$ cat src/design/alx_pkg.sv
// Shared types and constants for the arithmetic expression lexer.
package alx_pkg;

	// Column and length counters saturate at min(2^COLUMN_BITS - 1, 65535).
	localparam int COLUMN_BITS = 16;
	localparam int CNT_W       = (COLUMN_BITS < 16) ? COLUMN_BITS : 16;
	localparam logic [CNT_W-1:0] CNT_LIMIT = {CNT_W{1'b1}};

	// Width of column and length fields on the result stream.
	localparam int TOK_W = 16;

	// Token queue geometry.
	localparam int FIFO_DEPTH = 8;
	localparam int PTR_W      = $clog2(FIFO_DEPTH);
	localparam int LVL_W      = $clog2(FIFO_DEPTH + 1);

	// Token kinds.
	localparam logic [3:0] K_OPEN    = 4'd0;
	localparam logic [3:0] K_CLOSE   = 4'd1;
	localparam logic [3:0] K_FLOAT   = 4'd2;
	localparam logic [3:0] K_INT     = 4'd3;
	localparam logic [3:0] K_IDENT   = 4'd4;
	localparam logic [3:0] K_PLUS    = 4'd5;
	localparam logic [3:0] K_MINUS   = 4'd6;
	localparam logic [3:0] K_MUL     = 4'd7;
	localparam logic [3:0] K_DIV     = 4'd8;
	localparam logic [3:0] K_ARROW   = 4'd9;
	localparam logic [3:0] K_SEMI    = 4'd10;
	localparam logic [3:0] K_SPACE   = 4'd11;
	localparam logic [3:0] K_UNKNOWN = 4'd12;

	typedef struct packed {
		logic [3:0]       kind;
		logic [TOK_W-1:0] start;
		logic [TOK_W-1:0] len;
		logic             last;
	} tok_t;

	// Up to two tokens per input character; v1 is set only with v0.
	typedef struct packed {
		logic v0;
		logic v1;
		tok_t t0;
		tok_t t1;
	} tok_pair_t;

	typedef struct packed {
		logic [7:0] ch;
		logic       eoi;
	} in_item_t;

endpackage

$ cat src/design/alx_step.sv
// Lexer state registers and the per-character next-state and token logic.
module alx_step import alx_pkg::*; (
	input  logic      clk,
	input  logic      arst_n,
	input  logic      in_valid,
	input  in_item_t  in_item,
	output tok_pair_t toks
);

	localparam logic [2:0] MODE_IDLE  = 3'd0;
	localparam logic [2:0] MODE_NUM   = 3'd1;
	localparam logic [2:0] MODE_IDENT = 3'd2;
	localparam logic [2:0] MODE_SPACE = 3'd3;
	localparam logic [2:0] MODE_MINUS = 3'd4;

	localparam logic [7:0] CH_DOT   = 8'h2E;
	localparam logic [7:0] CH_UNDER = 8'h5F;
	localparam logic [7:0] CH_SPACE = 8'h20;
	localparam logic [7:0] CH_GT    = 8'h3E;
	localparam logic [7:0] CH_DASH  = 8'h2D;
	localparam logic [7:0] CH_OPEN  = 8'h28;
	localparam logic [7:0] CH_CLOSE = 8'h29;
	localparam logic [7:0] CH_PLUS  = 8'h2B;
	localparam logic [7:0] CH_STAR  = 8'h2A;
	localparam logic [7:0] CH_SLASH = 8'h2F;
	localparam logic [7:0] CH_SEMI  = 8'h3B;

	function automatic logic [CNT_W-1:0] sat_inc(input logic [CNT_W-1:0] v);
		return (v == CNT_LIMIT) ? v : CNT_W'(v + 1'b1);
	endfunction

	logic [2:0]       mode_q, mode_n;
	logic [CNT_W-1:0] start_q, start_n;
	logic [CNT_W-1:0] len_q, len_n;
	logic [CNT_W-1:0] col_q, col_n;
	logic             dot_q, dot_n;

	logic is_digit, is_alpha, is_dot;
	logic pend_ok, extend, opened;
	tok_t pend, sng;
	logic sng_v;

	assign is_digit = (in_item.ch >= 8'h30) && (in_item.ch <= 8'h39);
	assign is_alpha = ((in_item.ch >= 8'h61) && (in_item.ch <= 8'h7A)) ||
	                  ((in_item.ch >= 8'h41) && (in_item.ch <= 8'h5A));
	assign is_dot   = (in_item.ch == CH_DOT);

	always_comb begin
		mode_n  = mode_q;
		start_n = start_q;
		len_n   = len_q;
		col_n   = col_q;
		dot_n   = dot_q;
		toks    = '0;
		extend  = 1'b0;
		opened  = 1'b0;
		sng     = '0;
		sng_v   = 1'b0;

		// token for the open run, if any
		pend       = '0;
		pend.start = TOK_W'(start_q);
		pend.len   = TOK_W'(len_q);
		pend_ok    = 1'b1;
		case (mode_q)
			MODE_NUM:   pend.kind = dot_q ? K_FLOAT : K_INT;
			MODE_IDENT: pend.kind = K_IDENT;
			MODE_SPACE: pend.kind = K_SPACE;
			MODE_MINUS: begin
				pend.kind = K_MINUS;
				pend.len  = TOK_W'(1);
			end
			default:    pend_ok = 1'b0;
		endcase

		if (in_valid) begin
			if (in_item.eoi) begin
				toks.v0      = pend_ok;
				toks.t0      = pend;
				toks.t0.last = 1'b1;
				mode_n  = MODE_IDLE;
				len_n   = '0;
				dot_n   = 1'b0;
				start_n = '0;
				col_n   = '0;
			end else begin
				col_n = sat_inc(col_q);
				case (mode_q)
					MODE_NUM:   extend = is_digit || is_dot;
					MODE_IDENT: extend = is_alpha || (in_item.ch == CH_UNDER);
					MODE_SPACE: extend = (in_item.ch == CH_SPACE);
					default:    extend = 1'b0;
				endcase

				if ((mode_q == MODE_MINUS) && (in_item.ch == CH_GT)) begin
					// minus then '>' merges into one arrow token
					toks.v0   = 1'b1;
					toks.t0   = pend;
					toks.t0.kind = K_ARROW;
					toks.t0.len  = TOK_W'(2);
					toks.t0.last = 1'b1;
					mode_n = MODE_IDLE;
				end else if (extend) begin
					len_n = sat_inc(len_q);
					dot_n = dot_q | is_dot;
				end else begin
					mode_n = MODE_IDLE;
					len_n  = '0;
					dot_n  = 1'b0;
					opened = 1'b1;
					if (is_digit) begin
						mode_n = MODE_NUM;
					end else if (is_alpha) begin
						mode_n = MODE_IDENT;
					end else if (in_item.ch == CH_SPACE) begin
						mode_n = MODE_SPACE;
					end else if (in_item.ch == CH_DASH) begin
						mode_n = MODE_MINUS;
					end else begin
						opened    = 1'b0;
						sng_v     = 1'b1;
						sng.start = TOK_W'(col_q);
						sng.len   = TOK_W'(1);
						sng.last  = 1'b1;
						case (in_item.ch)
							CH_OPEN:  sng.kind = K_OPEN;
							CH_CLOSE: sng.kind = K_CLOSE;
							CH_PLUS:  sng.kind = K_PLUS;
							CH_STAR:  sng.kind = K_MUL;
							CH_SLASH: sng.kind = K_DIV;
							CH_SEMI:  sng.kind = K_SEMI;
							default:  sng.kind = K_UNKNOWN;
						endcase
					end
					if (opened) begin
						start_n = col_q;
						len_n   = CNT_W'(1);
					end
					if (pend_ok) begin
						toks.v0      = 1'b1;
						toks.t0      = pend;
						toks.t0.last = !sng_v;
						toks.v1      = sng_v;
						toks.t1      = sng;
					end else begin
						toks.v0 = sng_v;
						toks.t0 = sng;
					end
				end
			end
		end
	end

	always_ff @(posedge clk or negedge arst_n) begin
		if (!arst_n) begin
			mode_q  <= MODE_IDLE;
			start_q <= '0;
			len_q   <= '0;
			col_q   <= '0;
			dot_q   <= 1'b0;
		end else begin
			mode_q  <= mode_n;
			start_q <= start_n;
			len_q   <= len_n;
			col_q   <= col_n;
			dot_q   <= dot_n;
		end
	end

endmodule

$ cat src/design/alx_tok_fifo.sv
// Token queue: takes up to two tokens per cycle, hands out one per cycle while pop is high.
module alx_tok_fifo import alx_pkg::*; (
	input  logic             clk,
	input  logic             arst_n,
	input  tok_pair_t        push,
	input  logic             pop,
	output tok_t             head,
	output logic             head_valid,
	output logic [LVL_W-1:0] level
);

	tok_t             mem [FIFO_DEPTH];
	logic [PTR_W-1:0] wp_q, rp_q;
	logic [LVL_W-1:0] level_q;
	logic [1:0]       push_n;
	logic             do_pop;

	assign push_n     = {1'b0, push.v0} + {1'b0, push.v1};
	assign head_valid = (level_q != '0);
	assign do_pop     = pop && head_valid;
	assign head       = mem[rp_q];
	assign level      = level_q;

	always_ff @(posedge clk) begin
		if (push.v0) begin
			mem[wp_q] <= push.t0;
		end
		if (push.v1) begin
			mem[PTR_W'(wp_q + 1'b1)] <= push.t1;
		end
	end

	always_ff @(posedge clk or negedge arst_n) begin
		if (!arst_n) begin
			wp_q    <= '0;
			rp_q    <= '0;
			level_q <= '0;
		end else begin
			wp_q    <= PTR_W'(wp_q + push_n);
			rp_q    <= PTR_W'(rp_q + do_pop);
			level_q <= LVL_W'(level_q + push_n - do_pop);
		end
	end

	// no overflow, even with a double push
	assert property (@(posedge clk) disable iff (!arst_n)
		(LVL_W + 1)'(level_q) + push_n <= (LVL_W + 1)'(FIFO_DEPTH) + do_pop)
		else $error("token queue overflow");

	// second slot only used together with the first
	assert property (@(posedge clk) disable iff (!arst_n) push.v1 |-> push.v0)
		else $error("second token pushed without first");

	// an untaken head stays put while new tokens land behind it
	assert property (@(posedge clk) disable iff (!arst_n)
		(head_valid && !pop) |=> (head_valid && $stable(head)))
		else $error("queue head changed while stalled");

endmodule

$ cat src/design/arithmetic_expression_lexer_unit.sv
// Top level of the arithmetic expression lexer: input register, lexer, token queue.
//
//  channel  | dir | tdata (low bit up)                        | tuser        | tlast
//  s_axis   | in  | character[7:0]                            | end_of_input | -
//  m_axis   | out | token_kind[3:0] start_column[19:4]        | -            | last_of_run
//           |     | token_length[35:20] zero pad[39:36]       |              |
//
// One character transaction per cycle is taken while s_axis_tready is high. While a
// character sits in the input register, the lexer pushes zero, one or two tokens into
// an eight-entry queue, whose head drives m_axis. The m_axis side drains one token per
// cycle while m_axis_tready is high; characters that raise two tokens (a run closed by
// a single-character token) set the sustained limit. s_axis_tready drops only when the
// queue could not take the worst case from the character in flight plus a new one.
// Reset clears the lexer state and the queue.
module arithmetic_expression_lexer_unit import alx_pkg::*; (
	input  logic        clk,
	input  logic        arst_n,
	// input characters
	input  logic        s_axis_tvalid,
	output logic        s_axis_tready,
	input  logic [7:0]  s_axis_tdata,  // character[7:0]
	input  logic        s_axis_tuser,  // end_of_input
	// output tokens
	output logic        m_axis_tvalid,
	input  logic        m_axis_tready,
	output logic [39:0] m_axis_tdata,  // token_kind[3:0], start_column[19:4],
	                                   // token_length[35:20], zero[39:36]
	output logic        m_axis_tlast   // last_of_run
);

	logic             in_valid_s1;
	in_item_t         in_item_s1;
	tok_pair_t        toks;
	tok_t             head;
	logic [LVL_W-1:0] level;
	logic             s_accept;

	// Room check: queue level plus two slots for the character in the input
	// register must leave two slots for the next one.
	assign s_axis_tready = (level + (in_valid_s1 ? LVL_W'(2) : LVL_W'(0)))
	                       <= LVL_W'(FIFO_DEPTH - 2);
	assign s_accept = s_axis_tvalid && s_axis_tready;

	// input register; it never stalls, the lexer takes it every cycle
	always_ff @(posedge clk or negedge arst_n) begin
		if (!arst_n) begin
			in_valid_s1 <= 1'b0;
		end else begin
			in_valid_s1 <= s_accept;
		end
	end

	always_ff @(posedge clk) begin
		if (s_accept) begin
			in_item_s1.ch  <= s_axis_tdata;
			in_item_s1.eoi <= s_axis_tuser;
		end
	end

	alx_step u_step (
		.clk      (clk),
		.arst_n   (arst_n),
		.in_valid (in_valid_s1),
		.in_item  (in_item_s1),
		.toks     (toks)
	);

	alx_tok_fifo u_fifo (
		.clk        (clk),
		.arst_n     (arst_n),
		.push       (toks),
		.pop        (m_axis_tready),
		.head       (head),
		.head_valid (m_axis_tvalid),
		.level      (level)
	);

	assign m_axis_tdata = {4'b0000, head.len, head.start, head.kind};
	assign m_axis_tlast = head.last;

	// a character taken now always finds its two slots later
	assert property (@(posedge clk) disable iff (!arst_n)
		in_valid_s1 |-> (level <= LVL_W'(FIFO_DEPTH - 2)))
		else $error("input register holds a character without queue room");

	// a two-token push only happens when the first token is not last of run
	assert property (@(posedge clk) disable iff (!arst_n)
		(in_valid_s1 && toks.v1) |-> (!toks.t0.last && toks.t1.last))
		else $error("last_of_run misplaced on a token pair");

	// tokens come only from a character in the input register
	assert property (@(posedge clk) disable iff (!arst_n)
		toks.v0 |-> in_valid_s1)
		else $error("token produced without an input transaction");

endmodule

$ cat config.mk
export PLATFORM = sky130hd
export DESIGN_NAME = arithmetic_expression_lexer_unit
export DESIGN_NICKNAME = d
export VERILOG_FILES = /design/src/design/alx_pkg.sv /design/src/design/alx_step.sv /design/src/design/alx_tok_fifo.sv /design/src/design/arithmetic_expression_lexer_unit.sv
export SDC_FILE = /design/constraint.sdc
export NUM_CORES = 1
export LEC_CHECK = 0
export BUFFER_PORTS_ARGS = -buffer_cell sky130_fd_sc_hd__buf_4
export CORE_ASPECT_RATIO = 1.5
export CORE_MARGIN = 2
export CORE_UTILIZATION = 40
export CTS_CLUSTER_DIAMETER = 200
export DETAILED_ROUTE_END_ITERATION = 6
export GPL_ROUTABILITY_DRIVEN = 1
export GPL_TIMING_DRIVEN = 0
export RECOVER_POWER = 100
export SLEW_MARGIN = 30
export SYNTH_ARGS = -nofsm -noshare
export SYNTH_HDL_FRONTEND = slang
export SYNTH_SLANG_ARGS = --single-unit
$ cat constraint.sdc
create_clock -name clk -period 5.6 [get_ports clk]
set_input_delay 1.68 -clock clk [delete_from_list [all_inputs] [get_ports clk]]
set_output_delay 1.68 -clock clk [all_outputs]
set_load 0.01 [all_outputs]
==> results.json <==
{
  "core-area_sq_um": 42700,
  "final_layout_size_suffix_gt1_frac": 0.163,
  "p_leak_nw": 6.45,
  "synth_area_sq_um": 17200,
  "synth_area_leaders": "edfxtp_1, dfxtp_1, mux4_2, dfrtp_1, o2bb2ai_1",
  "die_height_um": 258,
  "syn_inst": 1396,
  "clockRootBuffer": "clkbuf_16",
  "diodes": 0,
  "ctsHoldBuffers": 0,
  "viasPerCell": 5.93,
  "crit_required_ns": 3.92,
  "slew_headroom": -1.32,
  "num_vias": 12400,
  "reg2reg_slack_ns": 0.52,
  "cts_setup_buffers": 0,
  "synth-edff-count": 185,
  "slew_violations": 64,
  "layout_common_cells": "edfxtp_1, o22ai_1, clkbuf_1",
  "hold_class": "flip-flop to flip-flop",
  "yosys_warnings": 0,
  "yosysSeqAreaShare": 0.553,
  "layout_min_cycle_time_ns": 5.12,
  "setup_viol": 0,
  "fp.dieW_um": 174,
  "areaGrowthSynthToFinish_pct": 13.4,
  "yosysUniqueCellTypes": 74,
  "grt_overflow": 0,
  "grt_pass1_wl_um": 75300,
  "drt_iter0_drc": 1024,
  "synth_top_cell_by_area": "edfxtp_1",
  "fin_crit_sh": 0.914,
  "synth-main-ff-cell": "edfxtp_1",
  "post-route-drc-count": 0,
  "path_clk_slew_ns": 0.06,
  "max-vdd-ir-drop_v": 0.000231,
  "grt_antenna_before_repair": 0,
  "end_kind": "output pin",
  "start_util": 0.404,
  "rsz0062_at_grt": "no",
  "worst_pin_slew_ns": 3.48,
  "ctsHtreeMaxLevel": 2,
  "insertion_delay_ns": 0.55,
  "yosysTopAreaCellShare": 0.322,
  "drt_pass1_iterations": 5,
  "crit_arrival_ns": 3.44,
  "dpl.hpwl_um": 33800,
  "final.setup.tns_ns": 0,
  "cts_buffer_depth": 3,
  "syn_area_per_cell_sq_um": 12.3,
  "grt_usage": 0.219,
  "status": "finished, violations left",
  "final_common_cell": "edfxtp_1",
  "grt_max_degree": 64,
  "place_congestion": 0.875,
  "fin_nets": 1523,
  "final_cells": 2092,
  "avgRoutedWirePerCell_um": 23.6,
  "die_area_sq_um": 44800,
  "startpoint_type": "flip-flop",
  "cts_tree": "yes",
  "cp_max_fo": 10,
  "fillers": 3940,
  "violations": "max-capacitance violations, max-slew violations",
  "fmaxAchievable_ghz": 0.195,
  "io_pins": 56,
  "final-hold-violation-count": 0,
  "critical_path_class": "flip-flop to output pin",
  "num_rows": 93,
  "post-route-util": 0.458,
  "synth-seq-cells": 368,
  "max_cap_viol_count": 1,
  "antenna_left": 0,
  "port_buffers": 51,
  "asyncSetResetFlopFracSynth": 0.171,
  "p_per_area_nw_per_um2": 435,
  "first_global_vias": 12700,
  "hp-start": "u_fifo.mem[2][7]",
  "dpl.cell_count": 2020,
  "routed_wl_um": 49300,
  "cts_made_buffers": 39,
  "startpoint": "u_fifo.rp_q[0]",
  "cts_resized": 0,
  "clock_skew_ns": 0.0180,
  "rr_startpoint": "in_item_s1[1]",
  "cts.sinks": 368
}
cell usage after synthesis, types with 7 or more instances:
| cell | number |
|---|---|
| or2_2 | 7 |
| buf_2 | 18 |
| ha_1 | 17 |
| dfrtp_1 | 63 |
| clkbuf_1 | 80 |
| buf_4 | 10 |
| nand4_1 | 12 |
| nand3_1 | 14 |
| o31ai_1 | 7 |
| mux2_2 | 45 |
| o21ai_0 | 59 |
| or3_1 | 15 |
| inv_1 | 31 |
| and2_1 | 17 |
| nand2_1 | 133 |
| dfxtp_1 | 120 |
| mux4_2 | 74 |
| xor2_1 | 23 |
| nor2_1 | 52 |
| o2bb2ai_1 | 130 |
| edfxtp_1 | 185 |
| a21oi_1 | 16 |
| o22ai_1 | 143 |
| buf_1 | 18 |
| xnor2_1 | 7 |
final cells by class:
class                   count  area (sq um)  area share
well taps                 570           713      0.0365
plain buffers             134           572      0.0292
inverters                  32           120     0.00614
clock buffers              55          1130      0.0577
flip-flops and latches    368          9530       0.488
repair buffers             51           297      0.0152
clock inverters            17           224      0.0115
multi-input cells         865          6960       0.356
worst max-delay path, cell delays in order, from the launching register on:
cell and delay, ns:
dfrtp_1 0.37, clkbuf_1 0.58, clkbuf_1 0.81, mux4_2 0.62, mux2_1 0.35, buf_4 0.16
layer usage:
| metal | vias up | global-route usage | wire (um) | share of wire |
|---|---|---|---|---|
| li1 | 5599 | - | - | - |
| met1 | 6218 | 0.260 | 18800 | 0.38 |
| met2 | 464 | 0.396 | 25600 | 0.52 |
| met3 | 120 | 0.0327 | 2920 | 0.059 |
| met4 | 0 | 0.0880 | 1910 | 0.039 |
| met5 | - | 0 | 0 | 0 |
sequential cells by signal, summed over array words and instances (netlist names):
| signal | count |
|---|---|
| in_item_s1 | 9 |
| u_step.mode_q | 3 |
| u_step.start_q | 16 |
| u_fifo.wp_q | 3 |
| u_fifo.mem | 296 |
| u_step.dot_q | 1 |
| in_valid_s1 | 1 |
| u_fifo.level | 4 |
| u_step.col_q | 16 |
| u_step.len_q | 16 |
| u_fifo.rp_q | 3 |
per-stage QoR:
stage / cell area (sq um) / worst slack (ns) / total power (W) / hold slack, ns
detailed placement: 18400 / 0.735 / 0.00589 / 0.443
global route: 19600 / 0.250 / 0.00885 / 0.470
floorplan: 17300 / 1.57 / 0.00493 / 0.427
CTS: 19700 / 0.451 / 0.00864 / 0.461
global placement: 18300 / 0.408 / 0.00584 / 0.439
finish: 19600 / 0.481 / 0.00850 / 0.458
path summary, 6_finish.rpt:
kind,endpoint,depth (start not counted)
max in group asynchronous,u_step.col_q[4],1
max reg2reg,u_fifo.mem[1][24],14
min in group asynchronous,u_step.len_q[7],1
min reg2reg,u_fifo.mem[2][7],1
max,m_axis_tdata[21],5
min,u_fifo.mem[2][7],1
cell families (layout without fill, tap and decap cells):
family,count (synthesis),count (layout),synth area share
compound gates,400,400,0.165
xor+xnor,30,30,0.0152
fa+ha+maj,20,20,0.0152
buf+inv,166,289,0.0424
flops,368,368,0.553
mux,120,120,0.127
other cells,1,4,0.000218
simple gates,291,291,0.0823
report_power, final:
part           leakage, nW  internal, W  switching (W)  total, W
sequential            3.54      0.00305       0.000101   0.00315
combinational         2.26     0.000958        0.00163   0.00259
clock                0.661      0.00165        0.00112   0.00276
total                 6.45      0.00565        0.00285   0.00850
Note: power is estimated with default switching activity, not from simulation.
